==> src/mrft_pkg.sv <==
// Package for the motor reply frame tracker: opcodes, result codes,
// reply framing constants and the structs passed between its modules.
// No dependencies.
package mrft_pkg;

  localparam int DEF_NUM_MOTORS = 8;

  localparam logic [7:0]  FRAME_END     = 8'h6B;
  localparam logic [7:0]  ERR_MARK      = 8'hEE;
  localparam logic [7:0]  CMD_SPEED     = 8'h35;
  localparam logic [7:0]  CMD_POSITION  = 8'h36;
  localparam logic [7:0]  SIGN_NEG      = 8'h01;
  localparam logic [3:0]  LEN_SPEED     = 4'd6;
  localparam logic [3:0]  LEN_POSITION  = 4'd8;
  localparam logic [3:0]  LEN_ERROR     = 4'd4;
  localparam logic [3:0]  RX_DEPTH      = 4'd8;
  localparam logic [15:0] RESET_TIMEOUT = 16'd20;

  localparam int VALUE_W = 33;
  localparam int SPD_W   = 17;

  typedef enum logic [2:0] {
    OP_ASK_SPD  = 3'd0,
    OP_ASK_POS  = 3'd1,
    OP_RX_BYTE  = 3'd2,
    OP_TICK     = 3'd3,
    OP_RD_SPD   = 3'd4,
    OP_RD_POS   = 3'd5,
    OP_LINE_ERR = 3'd6,
    OP_STATUS   = 3'd7
  } mrft_op_t;

  typedef enum logic [1:0] {
    ST_OK      = 2'd0,
    ST_PENDING = 2'd1,
    ST_ERROR   = 2'd2,
    ST_TIMEOUT = 2'd3
  } mrft_stat_t;

  typedef struct packed {
    mrft_stat_t status;
    logic       send;
    logic [7:0] cmd;
    logic       waiting;
    mrft_stat_t last_result;
    logic       done;
  } mrft_res_t;

  typedef struct packed {
    logic               spd_we;
    logic               pos_we;
    logic [7:0]         addr;
    logic [VALUE_W-1:0] value;
  } mrft_wr_t;

  function automatic logic addr_ok(input logic [7:0] a, input logic [7:0] n);
    return (a != 8'd0) && (a <= n);
  endfunction

endpackage

==> src/mrft_cache.sv <==
// Per-motor speed and position cache: two synchronous memories with a
// registered read, plus known flags. Depends on mrft_pkg.
module mrft_cache #(
  parameter int NUM_MOTORS = mrft_pkg::DEF_NUM_MOTORS
) (
  input  logic                            clk,
  input  logic                            rst_n,
  input  logic                            accept,
  input  mrft_pkg::mrft_op_t              op,
  input  logic [7:0]                      rd_addr,
  input  mrft_pkg::mrft_wr_t              wr,
  output logic                            rd_known,
  output logic [mrft_pkg::VALUE_W-1:0]    rd_value
);
  import mrft_pkg::*;

  localparam int SLOT_W = (NUM_MOTORS > 1) ? $clog2(NUM_MOTORS) : 1;

  typedef enum logic [1:0] {
    SEL_NONE = 2'd0,
    SEL_SPD  = 2'd1,
    SEL_POS  = 2'd2
  } sel_t;

  logic [SPD_W-1:0]   spd_mem [NUM_MOTORS];
  logic [VALUE_W-1:0] pos_mem [NUM_MOTORS];
  logic [SPD_W-1:0]   spd_q_r;
  logic [VALUE_W-1:0] pos_q_r;
  logic [NUM_MOTORS-1:0] spd_known_r;
  logic [NUM_MOTORS-1:0] pos_known_r;
  sel_t sel_r;
  sel_t sel_nxt;

  logic [7:0] rd_off;
  logic [7:0] wr_off;
  logic [SLOT_W-1:0] rd_slot;
  logic [SLOT_W-1:0] wr_slot;
  logic is_rd;
  logic is_pos;

  assign rd_off  = rd_addr - 8'd1;
  assign wr_off  = wr.addr - 8'd1;
  assign rd_slot = rd_off[SLOT_W-1:0];
  assign wr_slot = wr_off[SLOT_W-1:0];
  assign is_rd   = (op == OP_RD_SPD) || (op == OP_RD_POS);
  assign is_pos  = (op == OP_RD_POS);

  assign rd_known = is_pos ? pos_known_r[rd_slot] : spd_known_r[rd_slot];

  always_comb begin
    sel_nxt = SEL_NONE;
    if (is_rd && addr_ok(rd_addr, 8'(NUM_MOTORS)) && rd_known) begin
      sel_nxt = is_pos ? SEL_POS : SEL_SPD;
    end
  end

  always_ff @(posedge clk) begin
    if (wr.spd_we) begin
      spd_mem[wr_slot] <= wr.value[SPD_W-1:0];
    end
    if (wr.pos_we) begin
      pos_mem[wr_slot] <= wr.value;
    end
    if (accept && is_rd) begin
      spd_q_r <= spd_mem[rd_slot];
      pos_q_r <= pos_mem[rd_slot];
    end
  end

  always_ff @(posedge clk) begin
    if (!rst_n) begin
      spd_known_r <= '0;
      pos_known_r <= '0;
      sel_r       <= SEL_NONE;
    end else begin
      if (wr.spd_we) begin
        spd_known_r[wr_slot] <= 1'b1;
      end
      if (wr.pos_we) begin
        pos_known_r[wr_slot] <= 1'b1;
      end
      if (accept) begin
        sel_r <= sel_nxt;
      end
    end
  end

  always_comb begin
    unique case (sel_r)
      SEL_SPD: rd_value = {{(VALUE_W-SPD_W){spd_q_r[SPD_W-1]}}, spd_q_r};
      SEL_POS: rd_value = pos_q_r;
      default: rd_value = '0;
    endcase
  end

endmodule

==> src/mrft_exchange.sv <==
// Exchange tracker: start checks, reply byte parser, tick timeout and
// result codes; issues cache writes. Depends on mrft_pkg.
module mrft_exchange #(
  parameter int NUM_MOTORS = mrft_pkg::DEF_NUM_MOTORS
) (
  input  logic               clk,
  input  logic               rst_n,
  input  logic               accept,
  input  mrft_pkg::mrft_op_t op,
  input  logic [7:0]         motor_address,
  input  logic [7:0]         rx_byte,
  input  logic [15:0]        timeout_ticks,
  input  logic               rd_known,
  output mrft_pkg::mrft_res_t res,
  output mrft_pkg::mrft_wr_t  wr
);
  import mrft_pkg::*;

  logic        waiting_r,  waiting_nxt;
  logic        kind_pos_r, kind_pos_nxt;
  logic [7:0]  paddr_r,    paddr_nxt;
  logic [3:0]  idx_r,      idx_nxt;
  logic [3:0]  len_r,      len_nxt;
  logic        b0ok_r,     b0ok_nxt;
  logic [7:0]  b1_r,       b1_nxt;
  logic        sign_r,     sign_nxt;
  logic [31:0] mag_r,      mag_nxt;
  logic [15:0] elapsed_r,  elapsed_nxt;
  mrft_stat_t  outcome_r,  outcome_nxt;

  logic        fin;
  mrft_stat_t  fin_code;
  logic [3:0]  nidx;
  logic [7:0]  cmd_cur;
  logic [VALUE_W-1:0] mag_ext;
  logic [VALUE_W-1:0] sval;
  logic        addr_good;

  assign nidx      = idx_r + 4'd1;
  assign cmd_cur   = kind_pos_r ? CMD_POSITION : CMD_SPEED;
  assign mag_ext   = kind_pos_r ? {1'b0, mag_r} : {17'd0, mag_r[15:0]};
  assign sval      = sign_r ? (~mag_ext + 33'd1) : mag_ext;
  assign addr_good = addr_ok(motor_address, 8'(NUM_MOTORS));

  always_comb begin
    waiting_nxt  = waiting_r;
    kind_pos_nxt = kind_pos_r;
    paddr_nxt    = paddr_r;
    idx_nxt      = idx_r;
    len_nxt      = len_r;
    b0ok_nxt     = b0ok_r;
    b1_nxt       = b1_r;
    sign_nxt     = sign_r;
    mag_nxt      = mag_r;
    elapsed_nxt  = elapsed_r;
    outcome_nxt  = outcome_r;
    fin          = 1'b0;
    fin_code     = ST_ERROR;
    res          = '0;
    res.status   = ST_OK;
    wr           = '0;
    wr.addr      = paddr_r;
    wr.value     = sval;

    unique case (op)
      OP_ASK_SPD, OP_ASK_POS: begin
        if (!addr_good) begin
          res.status = ST_ERROR;
        end else if (waiting_r) begin
          res.status = ST_PENDING;
        end else begin
          kind_pos_nxt = (op == OP_ASK_POS);
          paddr_nxt    = motor_address;
          len_nxt      = (op == OP_ASK_POS) ? LEN_POSITION : LEN_SPEED;
          idx_nxt      = 4'd0;
          elapsed_nxt  = 16'd0;
          outcome_nxt  = ST_PENDING;
          waiting_nxt  = 1'b1;
          res.send     = 1'b1;
          res.cmd      = (op == OP_ASK_POS) ? CMD_POSITION : CMD_SPEED;
        end
      end
      OP_RX_BYTE: begin
        if (waiting_r) begin
          if (idx_r >= RX_DEPTH) begin
            fin = 1'b1;
          end else begin
            idx_nxt = nidx;
            priority if (idx_r == 4'd0) begin
              b0ok_nxt = (rx_byte == paddr_r);
            end else if (idx_r == 4'd1) begin
              b1_nxt = rx_byte;
            end else if (idx_r == 4'd2) begin
              priority if (!b0ok_r) begin
                fin = 1'b1;
              end else if (b1_r == 8'h00 && rx_byte == ERR_MARK) begin
                len_nxt = LEN_ERROR;
              end else if (b1_r != cmd_cur ||
                           (rx_byte != 8'h00 && rx_byte != SIGN_NEG)) begin
                fin = 1'b1;
              end else begin
                sign_nxt = rx_byte[0];
              end
            end else if (nidx >= len_r) begin
              fin = 1'b1;
              if (rx_byte == FRAME_END && len_r != LEN_ERROR) begin
                fin_code  = ST_OK;
                wr.spd_we = !kind_pos_r;
                wr.pos_we = kind_pos_r;
              end
            end else begin
              mag_nxt = {mag_r[23:0], rx_byte};
            end
          end
          res.status = fin ? fin_code : ST_PENDING;
        end
      end
      OP_TICK: begin
        if (waiting_r) begin
          elapsed_nxt = (elapsed_r == 16'hFFFF) ? elapsed_r : elapsed_r + 16'd1;
          if (elapsed_nxt > timeout_ticks) begin
            fin        = 1'b1;
            fin_code   = ST_TIMEOUT;
            res.status = ST_TIMEOUT;
          end else begin
            res.status = ST_PENDING;
          end
        end
      end
      OP_RD_SPD, OP_RD_POS: begin
        if (!addr_good) begin
          res.status = ST_ERROR;
        end else if (!rd_known) begin
          res.status = ST_PENDING;
        end
      end
      OP_LINE_ERR: begin
        fin        = 1'b1;
        res.status = ST_ERROR;
      end
      OP_STATUS: begin
        res.status = outcome_r;
      end
    endcase

    if (fin) begin
      waiting_nxt = 1'b0;
      outcome_nxt = fin_code;
      res.done    = waiting_r;
    end
    if (!accept) begin
      wr.spd_we = 1'b0;
      wr.pos_we = 1'b0;
    end
    res.waiting     = waiting_nxt;
    res.last_result = outcome_nxt;
  end

  always_ff @(posedge clk) begin
    if (!rst_n) begin
      waiting_r  <= 1'b0;
      kind_pos_r <= 1'b0;
      paddr_r    <= 8'd0;
      idx_r      <= 4'd0;
      len_r      <= 4'd0;
      b0ok_r     <= 1'b0;
      b1_r       <= 8'd0;
      sign_r     <= 1'b0;
      mag_r      <= 32'd0;
      elapsed_r  <= 16'd0;
      outcome_r  <= ST_OK;
    end else if (accept) begin
      waiting_r  <= waiting_nxt;
      kind_pos_r <= kind_pos_nxt;
      paddr_r    <= paddr_nxt;
      idx_r      <= idx_nxt;
      len_r      <= len_nxt;
      b0ok_r     <= b0ok_nxt;
      b1_r       <= b1_nxt;
      sign_r     <= sign_nxt;
      mag_r      <= mag_nxt;
      elapsed_r  <= elapsed_nxt;
      outcome_r  <= outcome_nxt;
    end
  end

endmodule

==> src/motor_reply_frame_tracker.sv <==
// Top level of the motor reply frame tracker: stream ports, timeout
// register, output register. Depends on mrft_pkg, mrft_exchange, mrft_cache.
//
// Every input word yields exactly one result word. A word is taken in every
// cycle while the output register is empty or being drained, so the block
// sustains one word per clock; its result is in the output register in the
// cycle after acceptance, as the speed and position cache memories also have
// a registered read. After reset the block is ready at once; write
// timeout_ticks only while no word is in flight.
module motor_reply_frame_tracker #(
  parameter int NUM_MOTORS = mrft_pkg::DEF_NUM_MOTORS
) (
  input  logic        clk,
  input  logic        rst_n,
  input  logic        in_tvalid,
  output logic        in_tready,
  input  logic [15:0] in_tdata,   // motor_address[7:0], rx_byte[15:8]
  input  logic [2:0]  in_tuser,   // opcode[2:0]
  output logic        out_tvalid,
  input  logic        out_tready,
  // status[1:0], send_request[2], send_command[10:3], value[43:11],
  // waiting[44], last_result[46:45], reply_done[47]
  output logic [47:0] out_tdata,
  input  logic        cfg_wr_en,
  input  logic [15:0] cfg_wr_data
);
  import mrft_pkg::*;

  logic               accept;
  mrft_op_t           op;
  logic [15:0]        timeout_r;
  logic               out_valid_r;
  mrft_res_t          res;
  mrft_res_t          res_r;
  mrft_wr_t           wr;
  logic               rd_known;
  logic [VALUE_W-1:0] rd_value;

  assign in_tready = !out_valid_r || out_tready;
  assign accept    = in_tvalid && in_tready;
  assign op        = mrft_op_t'(in_tuser);

  mrft_exchange #(.NUM_MOTORS(NUM_MOTORS)) u_exchange (
    .clk           (clk),
    .rst_n         (rst_n),
    .accept        (accept),
    .op            (op),
    .motor_address (in_tdata[7:0]),
    .rx_byte       (in_tdata[15:8]),
    .timeout_ticks (timeout_r),
    .rd_known      (rd_known),
    .res           (res),
    .wr            (wr)
  );

  mrft_cache #(.NUM_MOTORS(NUM_MOTORS)) u_cache (
    .clk      (clk),
    .rst_n    (rst_n),
    .accept   (accept),
    .op       (op),
    .rd_addr  (in_tdata[7:0]),
    .wr       (wr),
    .rd_known (rd_known),
    .rd_value (rd_value)
  );

  always_ff @(posedge clk) begin
    if (!rst_n) begin
      timeout_r   <= RESET_TIMEOUT;
      out_valid_r <= 1'b0;
    end else begin
      if (cfg_wr_en) begin
        timeout_r <= cfg_wr_data;
      end
      if (accept) begin
        out_valid_r <= 1'b1;
      end else if (out_tready) begin
        out_valid_r <= 1'b0;
      end
    end
  end

  always_ff @(posedge clk) begin
    if (accept) begin
      res_r <= res;
    end
  end

  assign out_tvalid = out_valid_r;
  assign out_tdata  = {res_r.done, res_r.last_result, res_r.waiting, rd_value,
                       res_r.cmd, res_r.send, res_r.status};

  a_send_starts: assert property (@(posedge clk) disable iff (!rst_n)
    out_valid_r && res_r.send |-> res_r.status == ST_OK && res_r.waiting)
    else $error("send without accepted start");

  a_done_idle: assert property (@(posedge clk) disable iff (!rst_n)
    out_valid_r && res_r.done |-> !res_r.waiting)
    else $error("finished exchange still waiting");

  a_wait_pending: assert property (@(posedge clk) disable iff (!rst_n)
    out_valid_r && res_r.waiting |-> res_r.last_result == ST_PENDING)
    else $error("waiting without pending outcome");

  a_value_ok: assert property (@(posedge clk) disable iff (!rst_n)
    out_valid_r && rd_value != '0 |-> res_r.status == ST_OK)
    else $error("value on failed read");

endmodule

==> config.mk <==
export PLATFORM = sky130hd
export DESIGN_NAME = motor_reply_frame_tracker
export DESIGN_NICKNAME = d
export VERILOG_FILES = /design/src/mrft_pkg.sv /design/src/mrft_cache.sv /design/src/mrft_exchange.sv /design/src/motor_reply_frame_tracker.sv
export SDC_FILE = /design/constraint.sdc
export NUM_CORES = 1
export LEC_CHECK = 0
export ABC_AREA = 0
export BUFFER_PORTS_ARGS = -buffer_cell sky130_fd_sc_hd__buf_2
export CAP_MARGIN = 20
export CORE_AREA = 2 2 286 288
export CTS_CLUSTER_DIAMETER = 80
export DETAILED_ROUTE_END_ITERATION = 7
export DIE_AREA = 0 0 288 290
export PLACE_DENSITY = 0.47
export SLEW_MARGIN = 25
export SYNTH_ARGS = -nofsm -noshare
export SYNTH_HDL_FRONTEND = slang
export SYNTH_HIERARCHICAL = 1
export SYNTH_SLANG_ARGS = --single-unit
==> constraint.sdc <==
create_clock -name clk -period 8.3 [get_ports clk]
set_input_delay 0.83 -clock clk [delete_from_list [all_inputs] [get_ports clk]]
set_output_delay 0.83 -clock clk [all_outputs]
set_load 0.01 [all_outputs]
Word-level counts from Yosys, hierarchy flattened
Memory sizes are Yosys's and may differ from the RTL's. A register that Yosys moved wholly into a read port is not among the register bits.
Cells that the tools add are included.

cells by class
  $mul = 0
  bitwise operators = 13
  shift operators = 0
  add/subtract/negate cells = 5
  multiplexer cells = 91
  reductions and logical operators = 34
  $lt $le $gt $ge = 7
  div/mod/pow operators = 0
  equality and inequality tests = 28

operator list
  kind                                                   count
  case mux 33 bit (2 select lines)                       1
  two-way mux 16 bit                                     4
  two-way mux 2 bit                                      31
  two-way mux 4 bit                                      14
  adder 33 x 1 -> 33 bit, second input constant          1
  two-way mux 33 bit                                     1
  inverter 33 bit                                        1
  two-way mux 32 bit                                     1
  case mux 16 bit (2 select lines)                       1
  two-way mux 1 bit                                      29
  adder 16 x 1 -> 16 bit, second input constant          1
  equality test 16 bit, second input constant            1
  greater-than comparator 16 bit                         1
  bitwise OR 8 bit                                       2
  case mux 4 bit (2 select lines)                        2
  nonzero test 8 bit                                     2
  equality test 3 bit, second input constant             4
  inequality test 2 x 1 -> 1 bit, second input constant  6
  case mux 2 bit (6 select lines)                        1
  AND reduction 6 bit                                    2
  AND reduction 11 bit                                   1
  inverter 1 bit                                         10
  AND reduction 10 bit                                   1
  AND reduction 5 bit                                    2
  37 further kinds                                       58

storage, ports and cells
  ROM bits = 0
  word-level logic and storage cells = 202
  memories = 2
  memory bits (writable) = 400
  latch bits = 0
  register bits after elaboration = 128
  output and inout port bits = 50
  input port bits = 40

memories
  memory           words  width  read ports  clocked after memory_dff  wr ports  RTL line          text
  u_cache.pos_mem  8      33     1           1                         1         mrft_cache.sv:26  logic [VALUE_W-1:0] pos_mem [NUM_MOTORS];
  u_cache.spd_mem  8      17     1           1                         1         mrft_cache.sv:25  logic [SPD_W-1:0] spd_mem [NUM_MOTORS];

Depth between registers and ports, before layout
Gate-level depths: netlist of the first run.

  word-level depth = 15
  mapped depth = 15
  gate-level depth less buffers = 12

Modules after synthesis
Netlist of the first run, hierarchy kept.

modules (own cells, without submodules)
  module                     cells each  area an instance (um2)  instances
  mrft_cache                 799         17,718.2                1
  mrft_exchange              682         5,196.2                 1
  motor_reply_frame_tracker  71          1,104.8                 1

Worst setup path before layout of the first run
No wires, ideal clock.

  path kind = input to register
  start point = input port out_tready
  end point = memory u_cache.pos_mem[3][0], enable pin
  library setup time = 0.425 ns
  slack = 3.968 ns
  required time = 7.875 ns
  buffers on the path = 1
  arrival = 3.907 ns
  stages on the path = 9
  cells stage by stage = nand2b_1 and2_1 clkbuf_1 inv_1 nor2_1 nand4_1 nor2_1 nand2_1 nor2_1

RTL lines
  item             RTL line                         text
  start, declared  motor_reply_frame_tracker.sv:20  input logic out_tready,
  end, declared    mrft_cache.sv:26

==> results.toml, run 1 <==
[logic_synthesis]
ys.flop_type = "edfxtp_1"
synth_edf_count = 465
ys_top_cells_by_count = "465 x edfxtp_1, 148 x nand2_1, 112 x dfxtp_1, 102 x mux4_2, 74 x a21oi_1"
netlist.area_leader.share = 0.581
ys_async_sr_fraction = 0
syn_area_per_cell_um2 = 15.5
synth_area_um2 = 24000
ys_types = 77
ys_seq_area_frac = 0.675
synth_largest_area_cell = "edfxtp_1"
yosys_warnings = 6
syn_inst = 1552
yosysMostFrequentCell = "edfxtp_1"
synth.area.top_cells = "edfxtp_1 58%, mux4_2 9.6%, dfxtp_1 9.3%"
synth_seq_cells = 577

[critical_path]
cp-start-kind = "flop"
required_ns = 8.58
worstSetupEndpointType = "flop"
reg2reg_to = "u_cache/pos_mem[0][5]"
crit_end = "u_cache/pos_mem[0][5]"
r2r_slack_ns = 4.34
critPathMaxFanout = 23
worstReg2RegStart = "u_exchange/idx_r[0]"
r2r_cells = 11
crit_path_start = "u_exchange/idx_r[0]"
criticalPathCategory = "flop to flop"
cp.arrival_ns = 4.25

[cts]
cts_inserted_buffers = 67
clockBufferDepth = 3
worst_skew_pair.late_latency_ns = 0.59
cts_root_buf = "clkbuf_16"
cts_sinks = 577
clk_pin_slew_ns = 0.06
cts_tree = "built"
htreeDepth = 3
postCtsSetupBuffers = 0
ctsResizeCount = 0
hold_buffers = 0

[finish]
drive_gt1_frac = 0.245
final_area_um2 = 28000
nets = 1729
syn2layout_area_growth_pct = 16.6
finish.utilization = 0.349

[run]
drv_cap = 0

[timing]
post-route-period-util = 0.477
setup_viol = 0
max_slew.worst_pin.slew_ns = 1.03
max_freq_mhz = 252
maxSlewViolCount = 0
fin_crit_ns = 3.96
max-slew-margin-rel = 0.313
setup_tns_ns = 0
rsz0062_at_grt = "no"
final_hold_viol_count = 0
finClkSkew_ns = 0.0182

[floorplan]
core.rowCount = 104
core_area_um2 = 80200
initial_core_util = 0.300
die_area_um2 = 83500
die_w_um = 288
die_height_um = 290
top_level_ports = 90

[route]
drc = 0
wl_met2_um = 27600
top_layer_used = "met4"
avgRoutedWirePerCell_um = 21.2
dr_wl_met3_um = 2750
drt_iter0_markers = 801
wl_met1_um = 27400
dr.pass1.iters = 5
wl_um = 58700
routed_via_density = 4.89
vias = 13600
ant_nets = 0

[power_and_ir_drop]
p_per_area_nw_per_um2 = 221
p_leak_nw = 9.74
vdd_drop_max_uv = 127

[placement]
io_buffers = 89
place_congestion = 0.778
dpl_cell_area_um2 = 25800
dp_hpwl_um = 34700

[grt]
first_global_vias = 14100
grt_max_degree = 58
track_usage = 0.141
antenna_found_initial = 1
gr-total-overflow = 0
grt_pass1_wl_um = 88900

[run_status]
status = "completed"

[hold_path]
worstHoldPathType = "input port to flop"
[metrics by stage]
| stage | setup WS (ns) | instances | hold WS (ns) | total power [mW] |
|---|---|---|---|---|
| finish | 4.34 | 2772 | 0.455 | 6.20 |
| detailed placement | 3.57 | 2651 | 0.449 | 3.38 |
| CTS | 4.24 | 2771 | 0.410 | 6.29 |
| global placement | 3.62 | 2651 | 0.446 | 3.38 |
| global route | 4.02 | 2771 | 0.459 | 6.41 |
| floorplan | 3.97 | 1554 | 0.432 | 3.31 |
[state kept, by name, indices dropped and copies added (netlist names), 3 cells and up]
register and flops:
u_exchange/elapsed_r 16, u_cache/spd_mem 136, timeout_r 16, u_cache/spd_q_r 17, u_exchange/paddr_r 8, u_exchange/idx_r 4
u_exchange/len_r 3, u_exchange/mag_r 32, u_exchange/b1_r 8, u_cache/spd_known_r 8, u_cache/pos_mem 264, u_cache/pos_q_r 33
u_cache/pos_known_r 8, out_tdata 15
[cell families (layout without fill, tap and decap cells)]
logic type	count (synthesis)	in the layout	share of synthesized area
DFF	577	577	0.675
and+or+nand+nor	378	378	0.0766
AOI/OAI and AO/OA	203	203	0.0556
muxes	193	193	0.138
buffers and inverters	126	283	0.0235
xor gates and xnor gates	45	45	0.0167
adders and majority gates	29	29	0.0151
other	1	4	0.000156
[worst min-delay path by stage]
stage | from | endpoint | slack (ns) | cells after the start
2_1_floorplan | u_cache/spd_known_r[6] | u_cache/spd_known_r[6] | 0.43 | 1
4_1_cts | cfg_wr_data[4] | timeout_r[4] | 0.41 | 3
5_1_grt | cfg_wr_data[4] | timeout_r[4] | 0.46 | 3
3_5_place_dp | u_cache/spd_known_r[6] | u_cache/spd_known_r[6] | 0.45 | 1
6_report | cfg_wr_data[2] | timeout_r[2] | 0.45 | 3
3_3_place_gp | u_cache/pos_known_r[0] | u_cache/pos_known_r[0] | 0.45 | 1
[routing by layer]
layer,GRT usage,vias up
met4,0.0373,0
met5,0,-
li1,-,6224
met3,0.0258,53
met1,0.198,6996
met2,0.223,289
[layout by cell type, fill, tap and decap left out, types with 9 or more instances in the layout]
cell	netlist	layout
a22oi_1	17	17
clkbuf_16	0	70
buf_4	10	35
or4_1	9	9
and3_1	12	12
or3_1	12	11
nor2_1	71	55
o21a_1	20	20
nor2b_1	22	22
nand4_1	14	14
mux2i_1	38	38
a21oi_1	74	74
mux2_2	51	51
nor3_1	18	17
xnor2_1	36	31
ha_1	29	28
clkbuf_1	58	15
dfxtp_1	112	112
inv_1	36	36
nand3_1	32	32
edfxtp_1	465	465
clkinv_1	0	11
buf_2	13	88
clkinv_2	0	9
mux4_2	102	102
nor2_4	1	13
o31ai_1	10	10
o21ai_0	23	23
nand2_1	148	148
[report_power, final]
group	leakage (nW)	internal [mW]	switching, mW
registers	5.49	3.11	0.00795
clock network	1.05	1.72	1.16
logic	3.20	0.0843	0.118
[area by class of cell]
cell class,instances,area (um^2)
timing repair buffer,125,726
clock buffer,87,1840
fill,7748,52100
clock inverter,33,319
inverter,38,143
antenna,1,2.50
multi-input combinational,851,7460
sequential,577,16200
tap,1060,1330
[critical path: stages (launching register included)]
cell and delay (ns):
dfxtp_1 0.42, inv_1 0.11, ha_1 0.31, inv_1 0.05
ha_1 0.25, a21boi_0 0.08, o211ai_1 0.40, nand4_1 0.33
nor2_1 0.24, nand2_1 0.26, nor2_4 0.80, buf_4 0.37
Note: power is estimated with default switching activity, not from simulation.
==> run 2: changes to the inputs <==
--- a/config.mk
+++ b/config.mk
@@ -5,14 +5,14 @@
 export SDC_FILE = /design/constraint.sdc
 export NUM_CORES = 1
 export LEC_CHECK = 0
-export ABC_AREA = 0
+export ABC_AREA = 1
 export BUFFER_PORTS_ARGS = -buffer_cell sky130_fd_sc_hd__buf_2
 export CAP_MARGIN = 20
-export CORE_AREA = 2 2 286 288
+export CORE_AREA = 2 2 290 292
 export CTS_CLUSTER_DIAMETER = 80
 export DETAILED_ROUTE_END_ITERATION = 7
-export DIE_AREA = 0 0 288 290
-export PLACE_DENSITY = 0.47
+export DIE_AREA = 0 0 292 294
+export PLACE_DENSITY = 0.49
 export SLEW_MARGIN = 25
 export SYNTH_ARGS = -nofsm -noshare
 export SYNTH_HDL_FRONTEND = slang
==> constraint.sdc (replaced) <==
create_clock -name clk -period 3.6 [get_ports clk]
set_input_delay 0.36 -clock clk [delete_from_list [all_inputs] [get_ports clk]]
set_output_delay 0.36 -clock clk [all_outputs]
set_load 0.01 [all_outputs]
==> run 2 against run 1 <==
First-iteration DRC count rose by 74%. Clock power increased by 130%. Count of clock-buffer cells in the layout down 3. Cell count up 30%. Non-clock buffer count up 35. Sequential cell count stayed put. Synthesized cell count up 52%. Die area grew 2.8%. Via count is 27% higher. Setup slack lost 3.9 ns. Critical path type unchanged.
==> results.toml, run 2 <==
[critical_path]
path_buf_inv = 3
cp.arrival_ns = 3.55
required_ns = 3.96
crit_top_cell = "nand2_1"
critPathMaxFanout = 12
cp-start-kind = "flop"
cp_top_family = "simple AND/OR/NAND/NOR gates"
worstSetupEndpointType = "flop"
max_stage_delay_ns = 0.42
crit_path_top_delay_cell = "dfxtp_1"
crit_chain = "ha_1 > inv_1 > nor3_1 > nand2_1 > nor2_1 > inv_2 > o21ai_0 > ha_1 > a21oi_1 > o21ai_0 > a21oi_1 > nand2_1 > a21oi_2 > nand3_1 > nand2_1 > inv_1"
criticalPathCategory = "flop to flop"

[floorplan]
die_height_um = 294
core.rowCount = 106
die_area_um2 = 85800
initial_core_util = 0.297
core_area_um2 = 82900
top_level_ports = 90
die_w_um = 292

[cts]
clockBufferDepth = 3
cts_tree = "built"
cts_inserted_buffers = 67
htreeDepth = 3
postCtsSetupBuffers = 0
cts_sinks = 577
cts_root_buf = "clkbuf_16"
worst_skew_pair.late_latency_ns = 0.60
clk_pin_slew_ns = 0.06

[logic_synthesis]
yosysMostFrequentCell = "nor2_1"
synth_edf_count = 465
ys_types = 40
syn_area_per_cell_um2 = 10.4
ys_top_cells_by_count = "511 x nor2_1, 465 x edfxtp_1, 252 x nand2_1, 246 x o21ai_0, 172 x inv_1"
syn_inst = 2362
synth_seq_cells = 577
netlist.area_leader.share = 0.567
ys.flop_type = "edfxtp_1"
ys_seq_area_frac = 0.659
ys_async_sr_fraction = 0
synth_area_um2 = 24600
synth.area.top_cells = "edfxtp_1 57%, dfxtp_1 9.1%, nor2_1 7.8%"
synth_largest_area_cell = "edfxtp_1"
yosys_warnings = 6

[grt]
grt_pass1_wl_um = 98100
first_global_vias = 16800
grt_max_degree = 207
track_usage = 0.148
gr-total-overflow = 0
antenna_found_initial = 1

[route]
wl_um = 63800
avgRoutedWirePerCell_um = 17.7
routed_via_density = 4.78
drt_iter0_markers = 1395
ant_nets = 0
vias = 17200
dr.pass1.iters = 5
drc = 0

[finish]
largest-register = "u_cache/pos_mem"
syn2layout_area_growth_pct = 17.1
reg.largest.list = "u_cache/pos_mem: 264 flops, u_cache/spd_mem: 136 flops, u_cache/pos_q_r: 33 flops"
drive_gt1_frac = 0.109
finish.utilization = 0.348
final_common_cell = "nor2_1"
layout_common_cells = "502 x nor2_1, 465 x edfxtp_1, 252 x nand2_1"
largest_reg_flops = 264
nets = 2537

[timing]
post-route-period-util = 0.888
finalWorstSetupSlack_ns = 0.404
setup_viol = 0
fin_crit_ns = 3.20
max_slew.worst_pin.slew_ns = 1.00
setup_tns_ns = 0
max_freq_mhz = 313
maxSlewViolCount = 0
finClkSkew_ns = 0.0266
max-slew-margin-rel = 0.331
rsz0062_at_grt = "no"
final_hold_viol_count = 0

[run]
drv_cap = 0

[power_and_ir_drop]
p_per_area_nw_per_um2 = 512
vdd_drop_max_uv = 361
p_leak_nw = 10.8

[placement]
dp_hpwl_um = 36900
place_congestion = 0.827
dp_slack_ns = 0.272
io_buffers = 89

[hold_path]
worstHoldPathType = "input port to flop"

[run_status]
status = "completed"
run 2: cells by family after synthesis:
kind of cell | count (synthesis) | synth area share
other cells | 1 | 0.000152
compound gates | 517 | 0.111
xor+xnor | 51 | 0.0182
fa+ha+maj | 29 | 0.0147
flops | 577 | 0.659
buf+inv | 307 | 0.0542
simple gates | 880 | 0.143
run 2: final timing paths:
check	endpoint	slack (ns)	cells after the start	start
worst max-delay path	out_tdata[46]	0.40	16	u_exchange/elapsed_r[0]
worst min-delay path	out_tvalid	0.05	3	in_tvalid
worst max register to register	out_tdata[46]	0.40	16	u_exchange/elapsed_r[0]
worst min register to register	u_exchange/paddr_r[7]	0.45	2	u_exchange/paddr_r[7]
run 2: tightest hold or removal path: stages:
cell and delay (ns):
buf_2 0.10, inv_1 0.07, a21oi_1 0.07
run 2: power breakdown:
| part | internal, mW | switching [mW] |
|---|---|---|
| Sequential | 7.19 | 0.0220 |
| Clock | 4.04 | 2.69 |
| Combinational | 0.264 | 0.540 |
| Total | 11.5 | 3.25 |
run 2: layer usage:
layer / wire [um] / track usage / vias up
met5: 11 / 0 / -
met4: 1190 / 0.0377 / 2
met3: 3480 / 0.0270 / 86
met2: 29700 / 0.243 / 460
met1: 29500 / 0.200 / 8316
li1: - / - / 8343
run 2: layout make-up:
cell class | instances | area (um^2)
sequential | 577 | 16200
multi-input combinational | 1480 | 7170
fill | 8186 | 54100
clock buffer | 84 | 1820
antenna | 1 | 2.50
inverter | 182 | 688
timing repair buffer | 160 | 1210
tap | 1080 | 1350
clock inverter | 36 | 372
run 2: stage by stage:
step | total power [mW] | area (um^2) | std cells | hold slack [ns]
after global placement | 8.14 | 26500 | 3463 | 0.442
after floorplan | 7.88 | 24600 | 2364 | 0.429
after CTS | 14.9 | 28800 | 3599 | 0.0123
after detailed placement | 8.15 | 26500 | 3463 | 0.441
final | 14.7 | 28800 | 3600 | 0.0478
after global routing | 15.3 | 28800 | 3599 | 0.0414
run 2: repair_timing:
item                                    4_1_cts  5_1_grt
hold buffers                                 16        0
endpoints found under the setup margin        0        8
hold endpoints to repair                     16        0
gates resized for setup                       0        2
==> run 3: changes to the inputs <==
--- a/config.mk
+++ b/config.mk
@@ -8,13 +8,12 @@
 export ABC_AREA = 1
 export BUFFER_PORTS_ARGS = -buffer_cell sky130_fd_sc_hd__buf_2
 export CAP_MARGIN = 20
-export CORE_AREA = 2 2 290 292
+export CORE_AREA = 2 2 288 290
 export CTS_CLUSTER_DIAMETER = 80
 export DETAILED_ROUTE_END_ITERATION = 7
-export DIE_AREA = 0 0 292 294
+export DIE_AREA = 0 0 290 292
 export PLACE_DENSITY = 0.49
 export SLEW_MARGIN = 25
 export SYNTH_ARGS = -nofsm -noshare
 export SYNTH_HDL_FRONTEND = slang
-export SYNTH_HIERARCHICAL = 1
 export SYNTH_SLANG_ARGS = --single-unit
==> run 3 against run 2 <==
First-iteration DRC count is 15% lower. Synthesized area shrank 1.2%. Sequential share of layout area is 0.54 points higher. Count of clock-buffer cells in the layout fell by 20. Sequential cell count shrank 5. Wire length shrank 2.9%. Clock skew down 0.00063 ns. Sequential power decreased by 0.7%. Cell count decreased by 2.5%. Utilization decreased by 0.10 points. Critical endpoint unchanged.
==> results.toml, run 3 <==
[run_status]
status = "completed"

[route]
vias = 16700
ant_nets = 0
drt_iter0_markers = 1189
drc = 0
routed_via_density = 4.77
dr.pass1.iters = 5
wl_um = 62000
avgRoutedWirePerCell_um = 17.7

[critical_path]
criticalPathCategory = "flop to flop"
crit_end = "out_tdata[46]"
r2r_cells = 24
reg2reg_to = "out_tdata[46]"
cp.arrival_ns = 3.54
worstSetupEndpointType = "flop"
crit_path_start = "u_exchange.elapsed_r[0]"
required_ns = 3.97
r2r_slack_ns = 0.43
cp-start-kind = "flop"
worstReg2RegStart = "u_exchange.elapsed_r[0]"
critPathMaxFanout = 5

[logic_synthesis]
netlist.area_leader.share = 0.568
yosys_warnings = 0
syn_inst = 2309
synth.area.top_cells = "edfxtp_1 57%, dfxtp_1 9.2%, nor2_1 6.6%"
synth_largest_area_cell = "edfxtp_1"
ys_types = 47
synth_seq_cells = 572
syn_area_per_cell_um2 = 10.5
ys_top_cells_by_count = "460 x edfxtp_1, 426 x nor2_1, 279 x o21ai_0, 256 x nand2_1, 169 x inv_1"
ys_seq_area_frac = 0.660
ys.flop_type = "edfxtp_1"
synth_edf_count = 460
synth_area_um2 = 24300
yosysMostFrequentCell = "edfxtp_1"
ys_async_sr_fraction = 0

[placement]
io_buffers = 86
dp_hpwl_um = 37000
dp_slack_ns = 0.412
place_congestion = 0.815
place_inst = 3393

[floorplan]
die_height_um = 292
core.rowCount = 105
die_w_um = 290
die_area_um2 = 84700
top_level_ports = 90
core_area_um2 = 81600
initial_core_util = 0.298

[finish]
nets = 2461
diodes = 0
syn2layout_area_growth_pct = 16.3
largest-register = "u_cache.pos_mem"
layout_common_cells = "460 x edfxtp_1, 421 x nor2_1, 279 x o21ai_0"
drive_gt1_frac = 0.119
largest_reg_flops = 264
finish.utilization = 0.347
final_common_cell = "edfxtp_1"
finalNonFillerCells = 3510
fill_cells = 8072
reg.largest.list = "u_cache.pos_mem: 264 flops, u_cache.spd_mem: 136 flops, u_cache.pos_q_r: 33 flops"

[run]
drv_cap = 0

[timing]
fin_crit_ns = 3.17
max-slew-margin-rel = 0.385
post-route-period-util = 0.881
maxSlewViolCount = 0
max_slew.worst_pin.slew_ns = 0.923
final_hold_viol_count = 0
setup_viol = 0
max_freq_mhz = 315
rsz0062_at_grt = "no"
setup_tns_ns = 0
finalWorstSetupSlack_ns = 0.429
finClkSkew_ns = 0.0260

[cts]
ctsResizeCount = 0
clockBufferDepth = 3
worst_skew_pair.late_latency_ns = 0.63
htreeDepth = 2
cts_root_buf = "clkbuf_16"
cts_inserted_buffers = 58
postCtsSetupBuffers = 0
cts_tree = "built"
cts_sinks = 572
clk_pin_slew_ns = 0.06

[grt]
antenna_found_initial = 0
grt_max_degree = 210
grt_pass1_wl_um = 95800
first_global_vias = 16500
track_usage = 0.144
gr-total-overflow = 0

[power_and_ir_drop]
vdd_drop_max_uv = 415
p_per_area_nw_per_um2 = 509
p_leak_nw = 10.3
finalPower_mw = 14.4

[hold_path]
worstHoldPathType = "input port to flop"
[run 3: changes by cell type after synthesis, moves of 7 or more]
cell	before	now
nor2_1	511	426
xnor2_1	4	14
o21ai_1	32	7
buf_2	28	14
nor2_2	2	9
buf_4	27	5
a21oi_1	126	153
xor2_1	47	32
nand3_1	56	40
nor3_1	26	19
o21a_1	0	7
o21ai_0	246	279
clkbuf_1	61	94
[run 3: final cells by class]
type	instances	area, um^2	share of cell area
timing repair buffer	146	1080	0.0384
inverter	178	672	0.0238
clock inverter	44	507	0.0179
sequential	572	16100	0.568
multi-input combinational	1436	7120	0.252
clock buffer	64	1500	0.0532
tap	1070	1340	0.0473
[run 3: report_power, final]
group	switching, mW	total, mW	leakage, nW	internal, mW
clock	2.59	6.32	0.981	3.74
sequential	0.0245	7.16	5.17	7.13
combinational	0.630	0.923	4.11	0.293
[run 3: what timing repair did]
item                                    CTS  global route
endpoints found under the setup margin    0             0
hold buffers                              9             0
hold endpoints to repair                  5             0
[run 3: logic make-up (layout without fill, tap and decap cells)]
logic type / after synthesis / in the layout / synth area share
adders and majority gates: 29 / 29 / 0.0149
and+or+nand+nor: 794 / 794 / 0.135
buffers and inverters: 303 / 432 / 0.0490
DFF: 572 / 572 / 0.660
xor gates and xnor gates: 46 / 46 / 0.0166
other: 1 / 3 / 0.000154
AOI/OAI and AO/OA: 564 / 564 / 0.124
[run 3: stage by stage]
step / instance area (um^2) / hold slack, ns
floorplan: 24300 / 0.424
global placement: 26200 / 0.439
detailed placement: 26200 / 0.438
CTS: 28300 / 0.000187
global route: 28300 / 0.0355
finish: 28300 / 0.0166
[run 3: layer usage]
| metal | vias to the layer above | track usage | share of wire |
|---|---|---|---|
| met4 | 0 | 0.0349 | 0.019 |
| met2 | 330 | 0.245 | 0.48 |
| met5 | - | 0 | 0 |
| met3 | 73 | 0.0208 | 0.039 |
| met1 | 8168 | 0.192 | 0.46 |
| li1 | 8166 | - | - |
[run 3: worst min path at each step]
stage	depth (start not counted)	slack, ns	startpoint	endpoint
2_1_floorplan	2	0.42	u_exchange.mag_r[31]	u_exchange.mag_r[31]
3_3_place_gp	2	0.44	u_exchange.paddr_r[4]	u_exchange.paddr_r[4]
3_5_place_dp	2	0.44	u_exchange.mag_r[26]	u_exchange.mag_r[26]
4_1_cts	3	0.0002	in_tdata[3]	u_exchange.paddr_r[3]
5_1_grt	3	0.04	in_tdata[3]	u_exchange.paddr_r[3]
6_report	3	0.02	in_tdata[3]	u_exchange.paddr_r[3]
[run 3: critical path, cell delays in order (launching register included)]
cell and delay [ns]:
dfxtp_1 0.42, ha_1 0.20, nand3_1 0.14, nor3_2 0.26
nand2_2 0.12, nor2_1 0.20, nand2_1 0.12, inv_1 0.10
nor3_1 0.06, a21oi_2 0.13, ha_1 0.25, nand2_1 0.09
inv_1 0.05, nand2_1 0.06, nand2_1 0.04, nand2_1 0.05
nand2_1 0.05, nand2_1 0.06, nand2_1 0.04, nand2_1 0.14
nand2_1 0.07, nand2_1 0.09, nand3_1 0.07, nand2_1 0.08
inv_1 0.05
